$ cat src/rtl/core/bccg_pkg.sv
// ----------------------------------------------------------------------------
// bccg_pkg
// Shared types, constants and command codes for the coulomb counter gauge.
// ----------------------------------------------------------------------------
package bccg_pkg;

   localparam int SAMPLE_BITS    = 12;
   localparam int COUNT_BITS_DEF = 16;
   localparam int CAP_BITS       = 24;
   localparam int NET_BITS       = 32;
   localparam int PCT_BITS       = 7;
   localparam int CSR_ADDR_BITS  = 2;
   localparam int CSR_DATA_BITS  = 24;
   localparam int REQ_DATA_BITS  = 16;
   localparam int RSP_DATA_BITS  = 40;

   // register indexes
   localparam logic [CSR_ADDR_BITS-1:0] REG_RATED_CAP  = 2'd0;
   localparam logic [CSR_ADDR_BITS-1:0] REG_CHG_ACTIVE = 2'd1;
   localparam logic [CSR_ADDR_BITS-1:0] REG_CHG_FULL   = 2'd2;
   localparam logic [CSR_ADDR_BITS-1:0] REG_DIS_ACTIVE = 2'd3;

   localparam logic [CAP_BITS-1:0]    RATED_CAP_RST  = 24'd540000;
   localparam logic [SAMPLE_BITS-1:0] CHG_ACTIVE_RST = 12'd255;
   localparam logic [SAMPLE_BITS-1:0] CHG_FULL_RST   = 12'd32;
   localparam logic [SAMPLE_BITS-1:0] DIS_ACTIVE_RST = 12'd255;

   // battery state codes
   localparam logic [1:0] BAT_IDLE        = 2'd0;
   localparam logic [1:0] BAT_CHARGING    = 2'd1;
   localparam logic [1:0] BAT_DISCHARGING = 2'd2;

   // charge conversion: avg * SCALE / 4095 / k as a reciprocal multiply,
   // exact for 12-bit averages; the integer part starts at RECIP_SHIFT
   localparam logic [26:0] CHG_RECIP   = 27'd69922160;
   localparam logic [26:0] DIS_RECIP   = 27'd104883240;
   localparam int          RECIP_SHIFT = 31;

   localparam logic [PCT_BITS-1:0] PCT_FULL = 7'd100;
   localparam logic [PCT_BITS-1:0] PCT_MIN  = 7'd1;
   localparam logic [5:0]          ALARM_LAST   = 6'd59;
   localparam logic [5:0]          ALARM_REPORT = 6'd50;

   // datapath operations
   localparam logic [3:0] OP_NONE   = 4'd0;
   localparam logic [3:0] OP_LOAD   = 4'd1;
   localparam logic [3:0] OP_SAMPLE = 4'd2;
   localparam logic [3:0] OP_CAVG   = 4'd3;
   localparam logic [3:0] OP_CK     = 4'd4;
   localparam logic [3:0] OP_CNET   = 4'd5;
   localparam logic [3:0] OP_DAVG   = 4'd6;
   localparam logic [3:0] OP_DK     = 4'd7;
   localparam logic [3:0] OP_DNET   = 4'd8;
   localparam logic [3:0] OP_LEARN  = 4'd9;
   localparam logic [3:0] OP_PPREP  = 4'd10;
   localparam logic [3:0] OP_PSET   = 4'd11;
   localparam logic [3:0] OP_TEND   = 4'd12;
   localparam logic [3:0] OP_OUT    = 4'd13;

   // divider operand selects
   localparam logic [2:0] DIV_CAVG = 3'd0;
   localparam logic [2:0] DIV_DAVG = 3'd2;
   localparam logic [2:0] DIV_PCT  = 3'd4;

   typedef struct packed {
      logic [3:0] op;
      logic [2:0] div_sel;
      logic       div_start;
   } cmd_type;

   typedef struct packed {
      logic func;
      logic pending;
      logic charge_nz;
      logic discharge_nz;
      logic div_done;
   } status_type;

endpackage

$ cat src/rtl/core/battery_coulomb_counter_gauge_unit.sv
// ----------------------------------------------------------------------------
// battery_coulomb_counter_gauge_unit
// Coulomb counting fuel gauge: samples feed charge/discharge accumulators,
// second ticks run the alarm and produce state-of-charge reports.
// ----------------------------------------------------------------------------
//  port group | dir | transaction
//  req_*      | in  | tuser: func; tdata: charger_present[0], current_sample[12:1]
//  rsp_*      | out | tuser: report_valid; tdata: state, charger, averages, percent
//  csr_*      | in  | register write, index 0..3, no read-back
//
// Sample items run IDLE, DISP and OUT; plain ticks run IDLE, DISP, TEND, OUT.
// A reporting tick runs the shared 12-step divider up to three times
// (two averages, percent) between DISP and TEND.
// Synchronous active-high reset; the result register holds under rsp_tready
// low while the next item is accepted and worked on.
// ----------------------------------------------------------------------------
module battery_coulomb_counter_gauge_unit #(
   parameter int COUNT_BITS = bccg_pkg::COUNT_BITS_DEF
) (
   input  logic                               clock,
   input  logic                               reset,
   input  logic                               req_tvalid,
   output logic                               req_tready,
   input  logic [bccg_pkg::REQ_DATA_BITS-1:0] req_tdata,  // charger_present, current_sample
   input  logic                               req_tuser,  // func
   output logic                               rsp_tvalid,
   input  logic                               rsp_tready,
   output logic [bccg_pkg::RSP_DATA_BITS-1:0] rsp_tdata,  // battery_state, charger_seen,
                                                         // avg_charge_reading,
                                                         // avg_discharge_reading,
                                                         // remain_percent
   output logic                               rsp_tuser,  // report_valid
   input  logic                               csr_wr_en,
   input  logic [bccg_pkg::CSR_ADDR_BITS-1:0] csr_addr,
   input  logic [bccg_pkg::CSR_DATA_BITS-1:0] csr_wdata
);

   import bccg_pkg::*;

   cmd_type    cmd;
   status_type status;

   bccg_ctrl u_ctrl (
      .clock      (clock),
      .reset      (reset),
      .req_tvalid (req_tvalid),
      .req_tready (req_tready),
      .rsp_tvalid (rsp_tvalid),
      .rsp_tready (rsp_tready),
      .cmd        (cmd),
      .status     (status)
   );

   bccg_dpath #(
      .COUNT_BITS (COUNT_BITS)
   ) u_dpath (
      .clock      (clock),
      .reset      (reset),
      .csr_wr_en  (csr_wr_en),
      .csr_addr   (csr_addr),
      .csr_wdata  (csr_wdata),
      .in_func    (req_tuser),
      .in_charger (req_tdata[0]),
      .in_sample  (req_tdata[SAMPLE_BITS:1]),
      .cmd        (cmd),
      .status     (status),
      .out_data   (rsp_tdata),
      .out_report (rsp_tuser)
   );

   a_busy_after_accept: assert property (@(posedge clock) disable iff (reset)
      req_tvalid && req_tready |=> !req_tready)
      else $error("item accepted while busy");

   a_plain_zero_avg: assert property (@(posedge clock) disable iff (reset)
      rsp_tvalid && !rsp_tuser |-> rsp_tdata[26:3] == '0)
      else $error("non-report result with averages");

   a_pct_range: assert property (@(posedge clock) disable iff (reset)
      rsp_tvalid |-> rsp_tdata[33:27] <= PCT_FULL)
      else $error("percent above full");

   a_state_code: assert property (@(posedge clock) disable iff (reset)
      rsp_tvalid |-> rsp_tdata[1:0] <= BAT_DISCHARGING)
      else $error("battery state code out of range");

endmodule

$ cat src/rtl/core/bccg_div.sv
// ----------------------------------------------------------------------------
// bccg_div
// Restoring divider, one quotient bit per cycle, quotient limited to QW bits.
// ----------------------------------------------------------------------------
module bccg_div #(
   parameter int DVW = 39,
   parameter int DSW = 24,
   parameter int QW  = 12
) (
   input  logic           clock,
   input  logic           reset,
   input  logic           start,
   input  logic [DVW-1:0] dividend,
   input  logic [DSW-1:0] divisor,
   output logic           done,
   output logic [QW-1:0]  quotient,
   output logic           overflow
);

   localparam int HW   = DVW - QW;
   localparam int CMPW = (HW > DSW) ? HW : DSW;
   localparam int CW   = $clog2(QW + 1);

   logic           busy_ff, busy_in;
   logic           done_ff, done_in;
   logic [CW-1:0]  cnt_ff, cnt_in;
   logic [DSW-1:0] rem_ff, rem_in;
   logic [DSW-1:0] div_ff, div_in;
   logic [QW-1:0]  low_ff, low_in;
   logic           ovf_ff, ovf_in;
   logic [HW-1:0]  hi;
   logic [DSW:0]   r2;
   logic           ge;

   assign hi = dividend[DVW-1:QW];
   assign r2 = {rem_ff, low_ff[QW-1]};
   assign ge = r2 >= {1'b0, div_ff};

   always_comb begin
      busy_in = busy_ff;
      done_in = 1'b0;
      cnt_in  = cnt_ff;
      rem_in  = rem_ff;
      div_in  = div_ff;
      low_in  = low_ff;
      ovf_in  = ovf_ff;
      if (start) begin
         busy_in = 1'b1;
         cnt_in  = '0;
         rem_in  = DSW'(hi);
         div_in  = divisor;
         low_in  = dividend[QW-1:0];
         ovf_in  = CMPW'(hi) >= CMPW'(divisor);
      end else if (busy_ff) begin
         rem_in = ge ? DSW'(r2 - {1'b0, div_ff}) : DSW'(r2);
         low_in = {low_ff[QW-2:0], ge};
         cnt_in = cnt_ff + 1'b1;
         if (cnt_ff == CW'(QW - 1)) begin
            busy_in = 1'b0;
            done_in = 1'b1;
         end
      end
   end

   always_ff @(posedge clock) begin
      if (reset) begin
         busy_ff <= 1'b0;
         done_ff <= 1'b0;
         cnt_ff  <= '0;
      end else begin
         busy_ff <= busy_in;
         done_ff <= done_in;
         cnt_ff  <= cnt_in;
      end
   end

   always_ff @(posedge clock) begin
      rem_ff <= rem_in;
      div_ff <= div_in;
      low_ff <= low_in;
      ovf_ff <= ovf_in;
   end

   assign done     = done_ff;
   assign quotient = low_ff;
   assign overflow = ovf_ff;

endmodule

$ cat src/rtl/core/bccg_ctrl.sv
// ----------------------------------------------------------------------------
// bccg_ctrl
// Sequencer: handshakes, report sequence and divider runs.
// ----------------------------------------------------------------------------
module bccg_ctrl (
   input  logic                clock,
   input  logic                reset,
   input  logic                req_tvalid,
   output logic                req_tready,
   output logic                rsp_tvalid,
   input  logic                rsp_tready,
   output bccg_pkg::cmd_type    cmd,
   input  bccg_pkg::status_type status
);

   import bccg_pkg::*;

   localparam logic [4:0] S_IDLE  = 5'd0;
   localparam logic [4:0] S_DISP  = 5'd1;
   localparam logic [4:0] S_CCHK  = 5'd2;
   localparam logic [4:0] S_CDIV1 = 5'd3;
   localparam logic [4:0] S_CAVG  = 5'd4;
   localparam logic [4:0] S_CK    = 5'd6;
   localparam logic [4:0] S_CNET  = 5'd7;
   localparam logic [4:0] S_DCHK  = 5'd8;
   localparam logic [4:0] S_DDIV1 = 5'd9;
   localparam logic [4:0] S_DAVG  = 5'd10;
   localparam logic [4:0] S_DK    = 5'd12;
   localparam logic [4:0] S_DNET  = 5'd13;
   localparam logic [4:0] S_LEARN = 5'd14;
   localparam logic [4:0] S_PPREP = 5'd15;
   localparam logic [4:0] S_PDIV  = 5'd16;
   localparam logic [4:0] S_PSET  = 5'd17;
   localparam logic [4:0] S_TEND  = 5'd18;
   localparam logic [4:0] S_OUT   = 5'd19;

   logic [4:0] state_ff, state_in;
   logic       run_ff, run_in;
   logic       rspv_ff, rspv_in;
   logic [4:0] div_next;
   logic       div_state;

   always_comb begin
      state_in  = state_ff;
      run_in    = run_ff;
      rspv_in   = rspv_ff && !rsp_tready;
      cmd       = '0;
      cmd.op    = OP_NONE;
      div_state = 1'b0;
      div_next  = state_ff;
      unique case (state_ff)
         S_IDLE: begin
            if (req_tvalid) begin
               cmd.op   = OP_LOAD;
               state_in = S_DISP;
            end
         end
         S_DISP: begin
            if (!status.func) begin
               cmd.op   = OP_SAMPLE;
               state_in = S_OUT;
            end else if (status.pending) begin
               state_in = S_CCHK;
            end else begin
               state_in = S_TEND;
            end
         end
         S_CCHK:  state_in = status.charge_nz ? S_CDIV1 : S_DCHK;
         S_CDIV1: begin
            div_state   = 1'b1;
            cmd.div_sel = DIV_CAVG;
            div_next    = S_CAVG;
         end
         S_CAVG: begin
            cmd.op   = OP_CAVG;
            state_in = S_CK;
         end
         S_CK: begin
            cmd.op   = OP_CK;
            state_in = S_CNET;
         end
         S_CNET: begin
            cmd.op   = OP_CNET;
            state_in = S_DCHK;
         end
         S_DCHK:  state_in = status.discharge_nz ? S_DDIV1 : S_LEARN;
         S_DDIV1: begin
            div_state   = 1'b1;
            cmd.div_sel = DIV_DAVG;
            div_next    = S_DAVG;
         end
         S_DAVG: begin
            cmd.op   = OP_DAVG;
            state_in = S_DK;
         end
         S_DK: begin
            cmd.op   = OP_DK;
            state_in = S_DNET;
         end
         S_DNET: begin
            cmd.op   = OP_DNET;
            state_in = S_LEARN;
         end
         S_LEARN: begin
            cmd.op   = OP_LEARN;
            state_in = S_PPREP;
         end
         S_PPREP: begin
            cmd.op   = OP_PPREP;
            state_in = S_PDIV;
         end
         S_PDIV: begin
            div_state   = 1'b1;
            cmd.div_sel = DIV_PCT;
            div_next    = S_PSET;
         end
         S_PSET: begin
            cmd.op   = OP_PSET;
            state_in = S_TEND;
         end
         S_TEND: begin
            cmd.op   = OP_TEND;
            state_in = S_OUT;
         end
         S_OUT: begin
            if (!rspv_ff || rsp_tready) begin
               cmd.op   = OP_OUT;
               rspv_in  = 1'b1;
               state_in = S_IDLE;
            end
         end
         default: state_in = S_IDLE;
      endcase
      if (div_state) begin
         if (!run_ff) begin
            cmd.div_start = 1'b1;
            run_in        = 1'b1;
         end else if (status.div_done) begin
            run_in   = 1'b0;
            state_in = div_next;
         end
      end
   end

   always_ff @(posedge clock) begin
      if (reset) begin
         state_ff <= S_IDLE;
         run_ff   <= 1'b0;
         rspv_ff  <= 1'b0;
      end else begin
         state_ff <= state_in;
         run_ff   <= run_in;
         rspv_ff  <= rspv_in;
      end
   end

   assign req_tready = state_ff == S_IDLE;
   assign rsp_tvalid = rspv_ff;

endmodule

$ cat src/rtl/core/bccg_dpath.sv
// ----------------------------------------------------------------------------
// bccg_dpath
// Gauge state, accumulators, charge integration and the shared divider.
// ----------------------------------------------------------------------------
module bccg_dpath #(
   parameter int COUNT_BITS = bccg_pkg::COUNT_BITS_DEF
) (
   input  logic                                 clock,
   input  logic                                 reset,
   input  logic                                 csr_wr_en,
   input  logic [bccg_pkg::CSR_ADDR_BITS-1:0]   csr_addr,
   input  logic [bccg_pkg::CSR_DATA_BITS-1:0]   csr_wdata,
   input  logic                                 in_func,
   input  logic                                 in_charger,
   input  logic [bccg_pkg::SAMPLE_BITS-1:0]     in_sample,
   input  bccg_pkg::cmd_type                     cmd,
   output bccg_pkg::status_type                  status,
   output logic [bccg_pkg::RSP_DATA_BITS-1:0]   out_data,
   output logic                                 out_report
);

   import bccg_pkg::*;

   localparam int SUM_BITS = SAMPLE_BITS + COUNT_BITS;
   localparam int DVW      = (SUM_BITS > 39) ? SUM_BITS : 39;
   localparam int DSW      = (COUNT_BITS > CAP_BITS) ? COUNT_BITS : CAP_BITS;
   localparam int QW       = SAMPLE_BITS;
   localparam int PAD_BITS = RSP_DATA_BITS - 2 - 1 - 2 * SAMPLE_BITS - PCT_BITS;

   logic [CAP_BITS-1:0]    rated_ff;
   logic [SAMPLE_BITS-1:0] cact_ff, cfull_ff, dact_ff;

   logic                   func_ff, chg_ff;
   logic [SAMPLE_BITS-1:0] smp_ff;
   logic [1:0]             status_ff, status_in;
   logic                   charger_ff;
   logic                   pending_ff;
   logic                   empty_mark_ff, empty_mark_in;
   logic                   full_mark_ff, full_mark_in;
   logic [SUM_BITS-1:0]    csum_ff, dsum_ff;
   logic [COUNT_BITS-1:0]  ccnt_ff, dcnt_ff;
   logic [NET_BITS-1:0]    net_ff;
   logic [CAP_BITS-1:0]    learned_ff;
   logic [5:0]             alarm_ff, alarm_in;
   logic [7:0]             elapsed_ff;
   logic [PCT_BITS-1:0]    pct_ff, pct_in;
   logic [SAMPLE_BITS-1:0] avgc_ff, avgd_ff;
   logic                   report_ff;
   logic                   lowclamp_ff, pos_ff;

   logic [DVW-1:0]         prod_ff;
   logic [15:0]            kt_ff;
   logic [RSP_DATA_BITS-1:0] out_data_ff;
   logic                   out_report_ff;

   logic                   div_done, div_ovf;
   logic [QW-1:0]          div_q;
   logic [DVW-1:0]         div_dividend;
   logic [DSW-1:0]         div_divisor;
   logic [CAP_BITS-1:0]    cap_eff;

   logic [SAMPLE_BITS+26:0] scale_prod;
   logic [26:0]             scale_sel;
   logic [33:0]             net_ext, net_res;
   logic [NET_BITS-1:0]     net_sat;
   logic [32:0]             net33, neg33, mag33, rated33;
   logic                    learn_hit;
   logic                    net_pos;
   logic [33:0]             soc_sum;
   logic                    soc_le0;
   logic [DVW-1:0]          pct_dividend;
   logic                    alarm_hit;

   assign cap_eff = (learned_ff == '0) ? CAP_BITS'(1) : learned_ff;

   always_comb begin
      div_dividend = '0;
      div_divisor  = DSW'(1);
      case (cmd.div_sel)
         DIV_CAVG: begin
            div_dividend = DVW'(csum_ff);
            div_divisor  = DSW'(ccnt_ff);
         end
         DIV_DAVG: begin
            div_dividend = DVW'(dsum_ff);
            div_divisor  = DSW'(dcnt_ff);
         end
         DIV_PCT: begin
            div_dividend = prod_ff;
            div_divisor  = DSW'(cap_eff);
         end
         default: ;
      endcase
   end

   bccg_div #(
      .DVW (DVW),
      .DSW (DSW),
      .QW  (QW)
   ) u_div (
      .clock    (clock),
      .reset    (reset),
      .start    (cmd.div_start),
      .dividend (div_dividend),
      .divisor  (div_divisor),
      .done     (div_done),
      .quotient (div_q),
      .overflow (div_ovf)
   );

   // sample classification
   always_comb begin
      status_in     = status_ff;
      full_mark_in  = full_mark_ff;
      empty_mark_in = empty_mark_ff;
      if (chg_ff) begin
         if (smp_ff > cact_ff) begin
            status_in    = BAT_CHARGING;
            full_mark_in = 1'b0;
         end else if (smp_ff < cfull_ff) begin
            status_in    = BAT_IDLE;
            full_mark_in = 1'b1;
         end
      end else if (smp_ff > dact_ff) begin
         status_in     = BAT_DISCHARGING;
         empty_mark_in = 1'b0;
      end else begin
         status_in     = BAT_IDLE;
         empty_mark_in = 1'b1;
      end
   end

   assign scale_sel  = (cmd.op == OP_CAVG) ? CHG_RECIP : DIS_RECIP;
   assign scale_prod = (SAMPLE_BITS + 27)'(div_q) * (SAMPLE_BITS + 27)'(scale_sel);

   // net charge integration with saturation
   assign net_ext = {{2{net_ff[NET_BITS-1]}}, net_ff};
   assign net_res = (cmd.op == OP_CNET) ? net_ext + {18'd0, kt_ff}
                                        : net_ext - {18'd0, kt_ff};
   always_comb begin
      if (net_res[33:31] == 3'b000 || net_res[33:31] == 3'b111) begin
         net_sat = net_res[NET_BITS-1:0];
      end else if (net_res[33]) begin
         net_sat = 32'h8000_0000;
      end else begin
         net_sat = 32'h7FFF_FFFF;
      end
   end

   // capacity learning
   assign net33     = {net_ff[NET_BITS-1], net_ff};
   assign neg33     = 33'd0 - net33;
   assign rated33   = {9'd0, rated_ff};
   assign mag33     = net_ff[NET_BITS-1] ? neg33 : net33;
   assign learn_hit = (!net_ff[NET_BITS-1] && net33 > rated33 && empty_mark_ff) ||
                      (net_ff[NET_BITS-1] && neg33 > rated33 && full_mark_ff);

   // percent preparation
   assign net_pos = !net_ff[NET_BITS-1] && (net_ff != '0);
   assign soc_sum = {10'd0, cap_eff} + net_ext;
   assign soc_le0 = soc_sum[33] || (soc_sum == '0);
   assign pct_dividend = net_pos ? DVW'(38'(net_ff[30:0]) * 38'd100)
                                 : DVW'(31'(soc_sum[23:0]) * 31'd100);

   always_comb begin
      if (lowclamp_ff) begin
         pct_in = PCT_MIN;
      end else if (div_ovf || div_q > QW'(PCT_FULL)) begin
         pct_in = PCT_FULL;
      end else if (!pos_ff && div_q == '0) begin
         pct_in = PCT_MIN;
      end else begin
         pct_in = div_q[PCT_BITS-1:0];
      end
   end

   assign alarm_in  = (alarm_ff == ALARM_LAST) ? 6'd0 : alarm_ff + 6'd1;
   assign alarm_hit = (alarm_in == 6'd0) || (alarm_in == ALARM_REPORT);

   always_ff @(posedge clock) begin
      if (reset) begin
         rated_ff      <= RATED_CAP_RST;
         cact_ff       <= CHG_ACTIVE_RST;
         cfull_ff      <= CHG_FULL_RST;
         dact_ff       <= DIS_ACTIVE_RST;
         func_ff       <= 1'b0;
         chg_ff        <= 1'b0;
         smp_ff        <= '0;
         status_ff     <= BAT_IDLE;
         charger_ff    <= 1'b0;
         pending_ff    <= 1'b0;
         empty_mark_ff <= 1'b0;
         full_mark_ff  <= 1'b0;
         csum_ff       <= '0;
         ccnt_ff       <= '0;
         dsum_ff       <= '0;
         dcnt_ff       <= '0;
         net_ff        <= '0;
         learned_ff    <= RATED_CAP_RST;
         alarm_ff      <= '0;
         elapsed_ff    <= 8'd1;
         pct_ff        <= '0;
         avgc_ff       <= '0;
         avgd_ff       <= '0;
         report_ff     <= 1'b0;
         lowclamp_ff   <= 1'b0;
         pos_ff        <= 1'b0;
      end else begin
         if (csr_wr_en) begin
            unique case (csr_addr)
               REG_RATED_CAP:  rated_ff <= csr_wdata[CAP_BITS-1:0];
               REG_CHG_ACTIVE: cact_ff  <= csr_wdata[SAMPLE_BITS-1:0];
               REG_CHG_FULL:   cfull_ff <= csr_wdata[SAMPLE_BITS-1:0];
               REG_DIS_ACTIVE: dact_ff  <= csr_wdata[SAMPLE_BITS-1:0];
               default: ;
            endcase
         end
         case (cmd.op)
            OP_LOAD: begin
               func_ff   <= in_func;
               chg_ff    <= in_charger;
               smp_ff    <= in_sample;
               avgc_ff   <= '0;
               avgd_ff   <= '0;
               report_ff <= 1'b0;
            end
            OP_SAMPLE: begin
               charger_ff    <= chg_ff;
               status_ff     <= status_in;
               full_mark_ff  <= full_mark_in;
               empty_mark_ff <= empty_mark_in;
               if (status_in != status_ff) begin
                  pending_ff <= 1'b1;
               end
               if (chg_ff) begin
                  if (ccnt_ff != '1) begin
                     csum_ff <= csum_ff + SUM_BITS'(smp_ff);
                     ccnt_ff <= ccnt_ff + 1'b1;
                  end
               end else if (dcnt_ff != '1) begin
                  dsum_ff <= dsum_ff + SUM_BITS'(smp_ff);
                  dcnt_ff <= dcnt_ff + 1'b1;
               end
            end
            OP_CAVG: begin
               avgc_ff <= div_q;
               csum_ff <= '0;
               ccnt_ff <= '0;
            end
            OP_DAVG: begin
               avgd_ff <= div_q;
               dsum_ff <= '0;
               dcnt_ff <= '0;
            end
            OP_CNET, OP_DNET: net_ff <= net_sat;
            OP_LEARN: begin
               if (learn_hit) begin
                  learned_ff <= (mag33[32:24] != '0) ? '1 : mag33[CAP_BITS-1:0];
               end
            end
            OP_PPREP: begin
               pos_ff      <= net_pos;
               lowclamp_ff <= !net_pos && soc_le0;
            end
            OP_PSET: pct_ff <= pct_in;
            OP_TEND: begin
               report_ff  <= pending_ff;
               alarm_ff   <= alarm_in;
               pending_ff <= alarm_hit;
               elapsed_ff <= (pending_ff ? 8'd1 : elapsed_ff) + 8'd1;
            end
            default: ;
         endcase
      end
   end

   always_ff @(posedge clock) begin
      case (cmd.op)
         OP_CAVG, OP_DAVG: prod_ff <= DVW'(scale_prod);
         OP_PPREP:         prod_ff <= pct_dividend;
         default: ;
      endcase
      if (cmd.op == OP_CK || cmd.op == OP_DK) begin
         kt_ff <= 16'(prod_ff[RECIP_SHIFT+7:RECIP_SHIFT]) * 16'(elapsed_ff);
      end
      if (cmd.op == OP_OUT) begin
         out_data_ff   <= {{PAD_BITS{1'b0}}, pct_ff, avgd_ff, avgc_ff, charger_ff, status_ff};
         out_report_ff <= report_ff;
      end
   end

   assign status.func         = func_ff;
   assign status.pending      = pending_ff;
   assign status.charge_nz    = ccnt_ff != '0;
   assign status.discharge_nz = dcnt_ff != '0;
   assign status.div_done     = div_done;

   assign out_data   = out_data_ff;
   assign out_report = out_report_ff;

endmodule
$ cat config.mk
export PLATFORM = sky130hd
export DESIGN_NAME = battery_coulomb_counter_gauge_unit
export DESIGN_NICKNAME = d
export VERILOG_FILES = /design/src/rtl/core/bccg_pkg.sv /design/src/rtl/core/battery_coulomb_counter_gauge_unit.sv /design/src/rtl/core/bccg_div.sv /design/src/rtl/core/bccg_ctrl.sv /design/src/rtl/core/bccg_dpath.sv
export SDC_FILE = /design/constraint.sdc
export NUM_CORES = 2
export LEC_CHECK = 0
export BUFFER_PORTS_ARGS = -buffer_cell sky130_fd_sc_hd__buf_2
export CAP_MARGIN = 10
export CELL_PAD_IN_SITES_DETAIL_PLACEMENT = 1
export CELL_PAD_IN_SITES_GLOBAL_PLACEMENT = 2
export CORE_MARGIN = 2
export CORE_UTILIZATION = 41
export DETAILED_ROUTE_END_ITERATION = 10
export GPL_ROUTABILITY_DRIVEN = 0
export PLACE_DENSITY = 0.93
export SYNTH_ARGS = -nofsm -noshare
export SYNTH_HDL_FRONTEND = slang
export SYNTH_HIERARCHICAL = 1
export SYNTH_SLANG_ARGS = --single-unit
$ cat constraint.sdc
create_clock -name clock -period 9.3 [get_ports clock]
set_input_delay 0.93 -clock clock [delete_from_list [all_inputs] [get_ports clock]]
set_output_delay 0.93 -clock clock [all_outputs]
set_load 0.01 [all_outputs]
==> Word level (Yosys, flattened, before mapping) <==
Cells that the tools add are included.
{ "op_classes": {"mux": 72, "reduce_logical": 56, "magnitude_cmp": 8, "addsub": 12, "n_mul": 4, "eq_ne": 48, "bitwise_logic": 2} }
{ "ops": {"columns": ["operator", "count"], "rows": [
  ["24-bit two-way mux", 5],
  ["39-bit case mux with 3 select lines", 1],
  ["28-bit two-way mux", 4],
  ["28-bit case mux with 2 select lines", 2],
  ["5-bit case mux with 16 select lines", 1],
  ["39-bit case mux with 2 select lines", 1],
  ["24-bit case mux with 3 select lines", 1],
  ["33-bit by 24-bit greater-than comparator with 1-bit output", 2],
  ["16-bit two-way mux", 4],
  ["32-bit two-way mux", 2],
  ["16-bit case mux with 2 select lines", 2],
  ["28-bit by 12-bit adder with 28-bit output", 2],
  ["4-bit case mux with 13 select lines", 1],
  ["12-bit case mux with 2 select lines", 2],
  ["12-bit by 27-bit multiplier with 39-bit output", 1],
  ["38-bit two-way mux", 1],
  ["31-bit by 5-bit multiplier with 36-bit output (second input constant)", 1],
  ["5-bit by 4-bit equality test with 1-bit output (second input constant)", 7],
  ["5-bit two-way mux", 7],
  ["34-bit zero test", 1],
  ["34-bit two-way mux", 1],
  ["25-bit by 32-bit adder with 33-bit output", 1],
  ["32-bit by 17-bit adder with 33-bit output", 1],
  ["33-bit two-way mux", 1],
  ["62 further kinds", 150]
]} }
{ "word_totals": {"out_inout_bits": 43, "input_bits": 48, "reg_bits": 436, "elab_cells": 242} }

==> Depth between registers and ports, before layout <==
{ "depth": {"depth_word": 9, "depth_mapped": 31, "mapped_depth_nobuf": 29} }

==> Hierarchy <==
The synthesis kept the hierarchy.
{ "modules_own_cells": {"columns": ["module", "area_per_inst_um2", "seq_area_each_um2", "n_inst", "cells_each"], "rows": [
  ["bccg_dpath", 36935.4, 8087.8, 1, 4371],
  ["bccg_div", 4774.6, 1951.9, 1, 478],
  ["bccg_ctrl", 845.8, 140.1, 1, 111]
]} }

==> Worst setup path after synthesis <==
No wires, ideal clock.
{ "synth_timing": {"path_kind": "input to register", "startpoint": "in req_tvalid", "endpoint": "reg u_dpath.prod_ff[37] (data pin)", "t_arrival_ns": 7.378, "cell_stages": 26, "path_buffers": 3, "setup_slack_ns": 1.650, "setup_time_ns": 0.271, "path_cell_list": "nor3b_1 > a211oi_1 > a211o_1 > o211ai_1 > clkbuf_1 > and3_1 > clkbuf_1 > clkbuf_1 > o21ai_0 > ha_1 > inv_1 > fa_1 > fa_1 > inv_1 > fa_1 > fa_1 > ha_1 > or4_1 > o22ai_1 > a21oi_1 > a211o_1 > a221o_1 > o41ai_2 > o21ai_1 > xnor2_1 > o22ai_1"} }
{ "synth_lines": {"columns": ["element", "line", "rtl"], "rows": [
  ["start: declaration", "battery_coulomb_counter_gauge_unit.sv:22", "input logic req_tvalid,"],
  ["end signal: assignment", "bccg_dpath.sv:279", "OP_CAVG, OP_DAVG: prod_ff <= DVW'(scale_prod);"],
  ["end signal: assignment", "bccg_dpath.sv:280", "OP_PPREP: prod_ff <= pct_dividend;"],
  ["end: declaration", "bccg_dpath.sv:51", "logic [DVW-1:0] prod_ff;"]
]} }

==> results.md <==
* Class of the worst hold path: flip-flop to flip-flop
* Synthesized cell area at between 0.04 and 0.05 mm²
* Area Overhead vs Synth at 8.79%
* Largest net degree at the start of global routing at 90
* Post-DRT Antenna Nets at 0
* Clk pin slew, worst setup/hold paths at around 0.07 ns
* Synth warnings at 6
* Register area share after synthesis at approximately a quarter
* Die area at around 0.11 mm²
* Via density at around 5.7
* # DRC at 0
* First-pass GRT wire length at approximately 220 mm
* CTS tree: yes
* Yosys reg bits at ~430
* DRT iter0 DRCs at approximately 2400
* Crit-path max FO at 22
* Endpoints failing hold at 0
* RSZ-0062 raised after global routing: no
* Cts hold-fix bufs at 0
* Final Setup Violations at 0
* Root Buffer: clkbuf_16
* Status: complete, no violations
* Slowest CP cell: dfxtp_1
* Clock sink total at ~430
* IO buf count at 81
* Clk_lat worst skew at roughly 0.70 ns
* Setup TNS at 0 ns
* Top-count cell post-synth: inv_1
* WL per Instance at 22.0 µm
* Worst EP required at 9.70 ns
* Slew headroom at between 10% and 20%
* Max-cap violation count at 0
* Post-DP HPWL at between 100 and 150 mm
* Pre-CTS setup slack at roughly 0.22 ns
* Critical path arrival at between 9 and 10 ns
* Gr ovfl total at 0
* Placement Rows at around 120
* Post-synthesis cell type count at 113
* Most used cell along the critical path: fa_1
* Tcrit/Tclk final at between 90 and 100%
* Nets at 5821
* I/O pin cnt at a little over 90
* Setup slack after layout at approximately 0.66 ns
* Pins Over Slew Limit at 0
* Fmax at between 100 and 150 MHz
* Post-Synthesis Cells at between 4000 and 5000
* Worst Tran Pin Value at 1.22 ns
* Top post-synthesis cells by area: ha_1, dfxtp_1, edfxtp_1, fa_1, inv_1
* Crit end category: flip-flop
* EDFF count, synth at roughly 150
* Worst Skew at ~0.058 ns
* Fraction of layout cells with a size suffix above 1 at around 6.9%
* Wirelength, routed at around 140 mm
* Die height at 326 µm
* Total CTS buffers at 56
* Post-synth top area cell: ha_1
* Top-area cell type share of the netlist area at between 10% and 20%
* Kind of critical path: flip-flop to flip-flop
* Initial antenna violation count at 6
* Die Wd at ~330 µm
* Clk buf depth at 3
* Ys async rst share at 0%
* Core Box Area at around 0.10 mm²
* Pre-Repair DR Iteration Count at 5
* H-tree levels at 2
* CP Launch Type: flip-flop
* Post-CTS Repair Setup Buffers at 0
* Tmin final at 8.64 ns
* Initial Util at between 40% and 50%
* Gr usage total at a little over a quarter
* Mean Syn Cell Area at 8.58 µm²
* Slowest stage delay, CP at just over 0.8 ns
* Post-CTS Resized at 0
* Primary FF master, synth: dfxtp_1
* Top post-synthesis cells by count: inv_1, ha_1, nor2_1
* Vias at around 36000
* Vias in the first global route at 38100
-- flip-flops by register name, indices dropped and copies added (netlist names), 6 cells and up --
name / flops
u_dpath/learned_ff: 24
u_dpath/alarm_ff: 6
u_dpath/kt_ff: 16
u_dpath/cact_ff: 12
u_dpath/u_div/rem_ff: 24
u_dpath/cfull_ff: 12
u_dpath/csum_ff: 28
u_dpath/pct_ff: 7
u_dpath/smp_ff: 12
u_dpath/avgc_ff: 12
u_dpath/avgd_ff: 12
u_dpath/u_div/div_ff: 24
u_dpath/u_div/quotient: 12
u_dpath/dact_ff: 12
u_dpath/elapsed_ff: 8
u_dpath/dcnt_ff: 16
u_dpath/rated_ff: 24
u_dpath/net_ff: 32
u_dpath/out_data: 34
u_dpath/dsum_ff: 28
u_dpath/prod_ff: 37
u_dpath/ccnt_ff: 16
-- placed cells by master (no fill, tap or decap), types with 81 or more instances in the layout --
cell	count
fa_1	207
inv_1	598
ha_1	595
nand2_1	398
xnor2_1	178
nor2_1	412
nor3_1	81
dfxtp_1	285
o21ai_0	189
edfxtp_1	149
a21o_1	89
xor2_1	119
nand3_1	104
a21oi_1	404
-- stage by stage --
step / std cells / area [µm²] / hold WS [ns] / utilization, %
6_report: 6400 / 46300 / 0.414 / 44.9
4_1_cts: 6397 / 46300 / 0.405 / 44.8
3_3_place_gp: 6292 / 44400 / 0.418 / 43.0
5_1_grt: 6398 / 46300 / 0.435 / 44.9
3_5_place_dp: 6292 / 44400 / 0.418 / 43.0
2_1_floorplan: 4976 / 42600 / 0.408 / -
-- area by class of cell --
cell class,instances,area (µm²)
clock inverters,30,340
well taps,1380,1730
clock buffers,75,1530
diodes,2,5.00
multi-input cells,3725,29300
repair buffers,154,975
fillers,12300,56900
inverters,600,2250
flip-flops and latches,434,10200
-- layer usage --
| layer | part of all wire, % | wire length, µm | vias to the layer above | GRT usage [%] |
|---|---|---|---|---|
| li1 | - | - | 17100 | - |
| met1 | 43 | 60100 | 18000 | 33.5 |
| met2 | 47 | 65600 | 823 | 43.3 |
| met3 | 5.6 | 7900 | 262 | 3.98 |
| met4 | 5.1 | 7130 | 0 | 12.7 |
| met5 | 0 | 0 | - | 0 |
-- path summary, 6_finish.rpt --
check | from | depth (start not counted) | slack [ns] | end
worst max-delay path | u_ctrl/state_ff[0]$_SDFFE_PP0P_ | 27 | 0.66 | u_dpath/prod_ff[38]$_SDFFCE_PP0P_
worst max register to register | u_ctrl/state_ff[0]$_SDFFE_PP0P_ | 27 | 0.66 | u_dpath/prod_ff[38]$_SDFFCE_PP0P_
worst min-delay path | u_dpath/charger_ff$_SDFFE_PP0N_ | 0 | 0.41 | u_dpath/out_data[2]$_DFFE_PN_
worst min register to register | u_dpath/charger_ff$_SDFFE_PP0N_ | 0 | 0.41 | u_dpath/out_data[2]$_DFFE_PN_
-- logic make-up (layout without fill, tap and decap cells) --
family | after synthesis | after routing | synth area share (%)
fa+ha+maj | 808 | 808 | 27.4
other cells | 3 | 21 | 0.0265
flops | 434 | 434 | 23.9
buf+inv | 817 | 859 | 7.70
simple gates | 1411 | 1411 | 16.0
compound gates | 1100 | 1100 | 16.7
mux | 87 | 87 | 2.10
xor+xnor | 300 | 300 | 6.23
-- worst max-delay path: cells and delay by family (launching register included) --
family / cells / cell delay, ns
AO/OA/AOI/OAI: 11 / 2.72
XOR/XNOR: 1 / 0.17
adder cells (fa/ha/maj): 6 / 2.66
buffers and inverters: 4 / 0.67
flip-flops: 1 / 0.82
multiplexers: 1 / 0.19
AND/OR/NAND/NOR: 4 / 1.11
Power is not shown: default switching activity piles up to over one toggle a cycle in this logic, so the estimate is an artifact.
